--- config.mk ---
export PLATFORM = sky130hd
export DESIGN_NAME = polynomial_string_hash
export DESIGN_NICKNAME = d
export VERILOG_FILES = /design/src/design/phash_pkg.sv /design/src/design/phash_modstep.sv /design/src/design/polynomial_string_hash.sv
export SDC_FILE = /design/constraint.sdc
export NUM_CORES = 1
export LEC_CHECK = 0
export ABC_AREA = 1
export BUFFER_PORTS_ARGS = -buffer_cell sky130_fd_sc_hd__buf_2
export CORE_ASPECT_RATIO = 0.75
export CORE_MARGIN = 2
export CORE_UTILIZATION = 40
export DETAILED_ROUTE_END_ITERATION = 8
export PLACE_DENSITY = 0.55
export SLEW_MARGIN = 20
export SYNTH_ARGS = -nofsm -noshare
export SYNTH_HDL_FRONTEND = slang
export SYNTH_SLANG_ARGS = --single-unit
--- constraint.sdc ---
create_clock -name clk -period 9.35 [get_ports clk]
set_input_delay 0.4675 -clock clk [delete_from_list [all_inputs] [get_ports clk]]
set_output_delay 0.4675 -clock clk [all_outputs]
set_load 0.02 [all_outputs]
--- src/design/phash_pkg.sv ---
// Shared constants for the polynomial string hash.
package phash_pkg;

    localparam int PH_HASH_WIDTH = 64;
    localparam int PH_RESULT_W   = 64;
    localparam int PH_REG_W      = 64;
    localparam int PH_BYTE_W     = 8;
    localparam int PH_ADDR_W     = 4;

    localparam logic [PH_REG_W-1:0] PH_MULT_RESET = 64'd1000000007;
    localparam logic [PH_REG_W-1:0] PH_MOD_RESET  = 64'd1000000000000000007;

    // Register select, taken from the address bit above the 8-byte offset.
    localparam logic PH_SEL_MULT = 1'b0;
    localparam logic PH_SEL_MOD  = 1'b1;

    // Item kind carried on the input tuser.
    localparam logic PH_FUNC_ABSORB = 1'b0;
    localparam logic PH_FUNC_FINISH = 1'b1;

endpackage

--- src/design/phash_modstep.sv ---
// One step of modular arithmetic: (2*acc or acc) + addend, reduced by the modulus.
module phash_modstep #(
    parameter int HASH_WIDTH = phash_pkg::PH_HASH_WIDTH
) (
    input  logic [HASH_WIDTH-1:0] acc,
    input  logic [HASH_WIDTH-1:0] addend,
    input  logic                  dbl,
    input  logic [HASH_WIDTH:0]   modulus_ext,
    output logic [HASH_WIDTH-1:0] result
);

    logic [HASH_WIDTH+1:0] base;
    logic [HASH_WIDTH+1:0] sum;
    logic [HASH_WIDTH+2:0] diff1;
    logic [HASH_WIDTH+2:0] diff2;

    // Both operands are below the modulus, so the sum is below three times
    // the modulus and at most two subtractions of it are needed.
    always_comb
    begin
        base  = dbl ? {1'b0, acc, 1'b0} : {2'b00, acc};
        sum   = base + {2'b00, addend};
        diff1 = {1'b0, sum} - {2'b00, modulus_ext};
        diff2 = {1'b0, sum} - {1'b0, modulus_ext, 1'b0};
        if (!diff2[HASH_WIDTH+2])
        begin
            result = diff2[HASH_WIDTH-1:0];
        end
        else if (!diff1[HASH_WIDTH+2])
        begin
            result = diff1[HASH_WIDTH-1:0];
        end
        else
        begin
            result = sum[HASH_WIDTH-1:0];
        end
    end

endmodule

--- src/design/polynomial_string_hash.sv ---
// Top level of the polynomial rolling string hash with an APB register port.
//
//  Channel   Direction  Beat contents
//  s_axis    in         tuser: func (finish flag); tdata: data_byte
//  m_axis    out        tdata: hash_value
//  apb       in/out     multiplier at 0x0, modulus at 0x8, 64-bit data
//
// A data byte is absorbed bit-serially by one shared modular add unit, one
// multiplier bit per cycle, after the byte is reduced when it is not below
// the modulus and the held hash when it is not (after a modulus change); the
// input is not ready again until the byte is added. A finish beat loads the
// output register; a stalled output only holds off finish beats.
// Reset is asynchronous and active low; it clears the hash and loads the defaults.
module polynomial_string_hash #(
    parameter int HASH_WIDTH = phash_pkg::PH_HASH_WIDTH
) (
    input  logic                              clk,
    input  logic                              rst_n,
    // Input stream.
    input  logic                              s_tvalid,
    output logic                              s_tready,
    input  logic [phash_pkg::PH_BYTE_W-1:0]   s_tdata,   // [7:0] data_byte
    input  logic                              s_tuser,   // [0] func
    // Output stream.
    output logic                              m_tvalid,
    input  logic                              m_tready,
    output logic [phash_pkg::PH_RESULT_W-1:0] m_tdata,   // [63:0] hash_value
    // Register port.
    input  logic                              psel,
    input  logic                              penable,
    input  logic                              pwrite,
    input  logic [phash_pkg::PH_ADDR_W-1:0]   paddr,
    input  logic [phash_pkg::PH_REG_W-1:0]    pwdata,
    output logic [phash_pkg::PH_REG_W-1:0]    prdata,
    output logic                              pready
);

    import phash_pkg::*;

    localparam int CNT_W = $clog2(HASH_WIDTH);

    typedef enum logic [2:0] {
        S_IDLE,
        S_BRED,   // reduce the byte modulo the modulus
        S_HRED,   // reduce the held hash modulo the modulus
        S_MUL,    // shift-and-add multiply, most significant multiplier bit first
        S_ADD     // add the reduced byte
    } state_t;

    state_t                  state_reg, state_next;
    logic [CNT_W-1:0]        cnt_reg, cnt_next;
    logic [HASH_WIDTH-1:0]   acc_reg, acc_next;
    logic [HASH_WIDTH-1:0]   hm_reg, hm_next;
    logic [PH_BYTE_W-1:0]    bm_reg, bm_next;
    logic                    hflag_reg, hflag_next;
    logic [HASH_WIDTH-1:0]   hash_reg, hash_next;
    logic                    m_tvalid_reg, m_tvalid_next;
    logic [PH_RESULT_W-1:0]  m_tdata_reg, m_tdata_next;
    logic [PH_REG_W-1:0]     mult_reg;
    logic [PH_REG_W-1:0]     mod_reg;

    logic [HASH_WIDTH-1:0]   mod_w;
    logic [HASH_WIDTH-1:0]   mult_w;
    logic [HASH_WIDTH:0]     modulus_ext;
    logic [HASH_WIDTH-1:0]   step_addend;
    logic                    step_dbl;
    logic [HASH_WIDTH-1:0]   step_result;
    logic                    in_beat;
    logic                    last_step;
    logic                    byte_big;
    logic                    hash_big;

    // A modulus of zero in the low HASH_WIDTH bits stands for 2^HASH_WIDTH;
    // carrying it one bit wider lets the same unit handle the wrapping case.
    assign mod_w       = mod_reg[HASH_WIDTH-1:0];
    assign mult_w      = mult_reg[HASH_WIDTH-1:0];
    assign modulus_ext = {(mod_w == '0), mod_w};

    assign byte_big = ((HASH_WIDTH+1)'(s_tdata) >= modulus_ext);
    assign hash_big = ({1'b0, hash_reg} >= modulus_ext);

    // Finish beats need the output register free; data beats do not.
    assign s_tready = (state_reg == S_IDLE) &&
                      ((s_tuser == PH_FUNC_ABSORB) || !m_tvalid_reg || m_tready);
    assign in_beat  = s_tvalid && s_tready;
    assign last_step = (cnt_reg == '0);

    assign m_tvalid = m_tvalid_reg;
    assign m_tdata  = m_tdata_reg;

    // Register port: always ready, decoded on the 8-byte offset bit.
    assign pready = 1'b1;
    assign prdata = (paddr[3] == PH_SEL_MOD) ? mod_reg : mult_reg;

    always_ff @(posedge clk or negedge rst_n)
    begin
        if (!rst_n)
        begin
            mult_reg <= PH_MULT_RESET;
            mod_reg  <= PH_MOD_RESET;
        end
        else if (psel && penable && pwrite && pready)
        begin
            if (paddr[3] == PH_SEL_MOD)
            begin
                mod_reg <= pwdata;
            end
            else
            begin
                mult_reg <= pwdata;
            end
        end
    end

    // Operand selection for the shared unit.
    always_comb
    begin
        step_dbl    = 1'b1;
        step_addend = '0;
        case (state_reg)
            S_BRED:
            begin
                step_addend = HASH_WIDTH'(bm_reg[cnt_reg[2:0]]);
            end
            S_HRED:
            begin
                step_addend = HASH_WIDTH'(hash_reg[cnt_reg]);
            end
            S_MUL:
            begin
                step_addend = mult_w[cnt_reg] ? hm_reg : '0;
            end
            S_ADD:
            begin
                step_dbl    = 1'b0;
                step_addend = HASH_WIDTH'(bm_reg);
            end
            default:
            begin
                step_addend = '0;
            end
        endcase
    end

    phash_modstep #(
        .HASH_WIDTH (HASH_WIDTH)
    ) u_modstep (
        .acc         (acc_reg),
        .addend      (step_addend),
        .dbl         (step_dbl),
        .modulus_ext (modulus_ext),
        .result      (step_result)
    );

    // Sequencer.
    always_comb
    begin
        state_next    = state_reg;
        cnt_next      = cnt_reg;
        acc_next      = acc_reg;
        hm_next       = hm_reg;
        bm_next       = bm_reg;
        hflag_next    = hflag_reg;
        hash_next     = hash_reg;
        m_tvalid_next = m_tvalid_reg;
        m_tdata_next  = m_tdata_reg;

        if (m_tvalid_reg && m_tready)
        begin
            m_tvalid_next = 1'b0;
        end

        case (state_reg)
            S_IDLE:
            begin
                if (in_beat)
                begin
                    if (s_tuser == PH_FUNC_FINISH)
                    begin
                        m_tvalid_next = 1'b1;
                        m_tdata_next  = PH_RESULT_W'(hash_reg);
                        hash_next     = '0;
                    end
                    else
                    begin
                        // Unreduced operands are used as they are when
                        // already below the modulus.
                        hm_next    = hash_reg;
                        bm_next    = s_tdata;
                        hflag_next = hash_big;
                        acc_next   = '0;
                        if (byte_big)
                        begin
                            state_next = S_BRED;
                            cnt_next   = CNT_W'(PH_BYTE_W - 1);
                        end
                        else if (hash_big)
                        begin
                            state_next = S_HRED;
                            cnt_next   = CNT_W'(HASH_WIDTH - 1);
                        end
                        else
                        begin
                            state_next = S_MUL;
                            cnt_next   = CNT_W'(HASH_WIDTH - 1);
                        end
                    end
                end
            end
            S_BRED:
            begin
                acc_next = step_result;
                cnt_next = cnt_reg - 1'b1;
                if (last_step)
                begin
                    bm_next    = step_result[PH_BYTE_W-1:0];
                    acc_next   = '0;
                    cnt_next   = CNT_W'(HASH_WIDTH - 1);
                    state_next = hflag_reg ? S_HRED : S_MUL;
                end
            end
            S_HRED:
            begin
                acc_next = step_result;
                cnt_next = cnt_reg - 1'b1;
                if (last_step)
                begin
                    hm_next    = step_result;
                    acc_next   = '0;
                    cnt_next   = CNT_W'(HASH_WIDTH - 1);
                    state_next = S_MUL;
                end
            end
            S_MUL:
            begin
                acc_next = step_result;
                cnt_next = cnt_reg - 1'b1;
                if (last_step)
                begin
                    state_next = S_ADD;
                end
            end
            S_ADD:
            begin
                hash_next  = step_result;
                state_next = S_IDLE;
            end
            default:
            begin
                state_next = S_IDLE;
            end
        endcase
    end

    always_ff @(posedge clk or negedge rst_n)
    begin
        if (!rst_n)
        begin
            state_reg    <= S_IDLE;
            cnt_reg      <= '0;
            hflag_reg    <= 1'b0;
            hash_reg     <= '0;
            m_tvalid_reg <= 1'b0;
        end
        else
        begin
            state_reg    <= state_next;
            cnt_reg      <= cnt_next;
            hflag_reg    <= hflag_next;
            hash_reg     <= hash_next;
            m_tvalid_reg <= m_tvalid_next;
        end
    end

    always_ff @(posedge clk)
    begin
        acc_reg     <= acc_next;
        hm_reg      <= hm_next;
        bm_reg      <= bm_next;
        m_tdata_reg <= m_tdata_next;
    end

endmodule

==> out/qor.txt <==
status: finished, final reports clean
CP Max Fanout: 26
Slew Viols, Final: 0
WP buf/inv: 8
top cells by count, synth: nand2_1, inv_1, nor2_1
Root Buffer: clkbuf_16
multi-input logic area: 21,800 um^2
CP max stage cell: a21boi_0
Setup-failing EPs final: 0
Synth Cell Area: 35,900 um^2
Layout Cell Area excl Fill: 44,200 um^2
clk_lat worst skew: 630 ps
Initial DRT Pass Iterations: 8
top post-synthesis cells by area: edfxtp_1, nand2_1, dfrtp_1
sequential element share of the synthesized area: 31.0%
worst reg2reg path startpoint: cnt_reg[0]$_DFFE_PN0P_
max-cap violations: 0
max incr delay on CP: 540 ps
DRC violations left: 0
Clock Sinks: 403
row count: 95
Routed wire per std cell: 23.3 um
ant diodes: 0
RSZ-0062 raised after global routing: false
Nets: 6,443
Top Family by Delay on Critical Path: simple AND/OR/NAND/NOR gates
Placed Area: 42,600 um^2
min Tclk post-route: 8400 ps
number of flops mapped to enable cells by yosys: 200
CTS tree: done
Yosys reg bits: 403
Setup Buffers After CTS: 0
HP Start: m_tready
Routed WL: 171,000 um
largest net degree at the start of global routing: 129
worst path arrival time: 8740 ps
Crit. path cell count: 40
Die X: 350 um
flop-to-flop setup slack: 950 ps
clock buffer depth: 3
core footprint: 89,300 um^2
async set-reset flop share out of synthesis: 50.4%
post-synth top area share: 16.7%
number of buffers added on ports: 210
vias in the first global route: 36,700
Register Area: 11,100 um^2
Main synth FF type: edfxtp_1
initial core utilization: 40.3%
count of warnings emitted by yosys: 0
Post-Syn Area per Cell: 6.66 um^2
Hold Violations, Final: 0
Die H: 264 um
Critical Path End: acc_reg[58]$_DFFE_PP_
CTS resizes: 0
Syn Inst Count: 5,395
CTS Buf Count: 45
Worst slew margin: 32.0%
CP startpoint: cnt_reg[0]$_DFFE_PN0P_
Final ANT Viol Nets: 0
DRT iter0 DRCs: 4,427
Synth Net Count: 5,749
H-tree depth: 2
Netlist cell types: 57
vias: 40,000
GR Overflow Total: 0
Critical Path Start Type: flop
r2r endpoint: acc_reg[58]$_DFFE_PP_
initial antenna violation count: 0
top-count cell post-synth: nand2_1
Min-Delay Path Class: input pin to flop
CP endpoint kind: flop
skew final: 34.8 ps
fillers: 9,383
worst slew pin tran: 1010 ps
CP Class: flop to flop
hpwl dp: 142,000 um
routed vias/inst: 5.45
crit share post-route: 89.8%
I/O pin count: 215
Final TNS setup: 0 ps
leading area contributor after synthesis: edfxtp_1
cell mode on critical path: nand2_1
area grow syn2layout: 23.0%
FF-to-FF path depth: 40
Placer Congestion: 1.03
Global Route Usage Sum: 36.4%
Fmax: 119 MHz
CP required: 9690 ps
Die ar.: 92,300 um^2
layout cells sized above 1: 16.1%
clock transition at the registers of the reported paths: 60 ps
first-pass GRT wire length: 247,000 um
routing by layer:
metal | routed length [um] | share of wire [%] | track usage [%] | up-vias
met5 | 214 | 0.13 | 1.67 | -
met4 | 7050 | 4.1 | 12.9 | 2
met3 | 14400 | 8.4 | 6.27 | 280
met2 | 69200 | 40 | 52.6 | 1702
met1 | 80200 | 47 | 53.8 | 18700
li1 | - | - | - | 19300
stage by stage:
| stage | util [%] | setup WS, ps | hold slack, ps | std cells |
|---|---|---|---|---|
| global placement | 47.8 | 1340 | 462 | 7253 |
| floorplan | - | 2550 | 172 | 5395 |
| CTS | 49.5 | 1340 | 28.0 | 7338 |
| finish | 49.5 | 949 | 50.8 | 7338 |
| detailed placement | 47.8 | 1390 | 468 | 7253 |
| global route | 49.5 | 642 | 49.8 | 7338 |
cell families after synthesis:
logic type               count (synthesis)  synth area share [%]
AND/OR/NAND/NOR                       2749                  32.0
AO/OA/AOI/OAI                         1030                  15.5
buffers and inverters                  803                  8.59
flip-flops                             403                  31.0
adder cells (fa/ha/maj)                270                  9.46
XOR/XNOR                               139                  3.39
other                                    1                0.0104
area by class of cell:
cell class / instances / share of cell area [%]
multi-input combinational: 4189 / 49.3
sequential: 403 / 25.2
clock buffer: 64 / 2.92
clock inverter: 20 / 0.566
timing repair buffer: 812 / 13.1
tap: 1212 / 3.43
inverter: 638 / 5.42
timing repair:
item | CTS | global route
hold buffers | 1 | 0
hold endpoints to repair | 71 | 0
setup endpoints to repair | 0 | 0
how the worst min path moves through the flow:
stage	end	slack (ps)	cells past startpoint
2_1_floorplan	cnt_reg[0]$_DFFE_PN0P_	170	0
3_3_place_gp	hflag_reg$_DFFE_PN0P_	460	2
3_5_place_dp	mod_reg[8]$_DFFE_PN0P_	470	1
4_1_cts	m_tvalid$_DFF_PN0_	30	2
5_1_grt	m_tvalid$_DFF_PN0_	50	2
6_report	m_tvalid$_DFF_PN0_	50	2
cell usage in the layout, fill, tap and decap left out, types with 7 or more instances in the layout:
master	Yosys	final
buf_12	0	18
nand4_1	105	105
buf_4	1	582
nand2_1	1512	1510
o21ai_0	506	505
o22ai_1	17	16
a31oi_1	14	14
a211oi_1	9	9
a21o_1	28	28
clkbuf_1	124	11
clkbuf_8	0	7
o21a_1	12	12
a21oi_1	352	352
dfstp_2	43	43
nor4_1	18	17
nor3_1	41	39
a21boi_0	13	13
xor2_1	86	86
buf_2	20	209
clkbuf_16	0	46
inv_1	636	633
edfxtp_1	200	200
nand3b_1	25	25
nand3_1	390	390
xnor2_1	53	53
o211ai_1	13	13
nand3_2	24	24
nor2_1	606	604
o21bai_1	44	44
dfrtp_1	160	158
ha_1	267	267
Power is left out: the tool's default activity adds up to more than one toggle a clock period on the data nets, which glitch-free logic cannot reach.
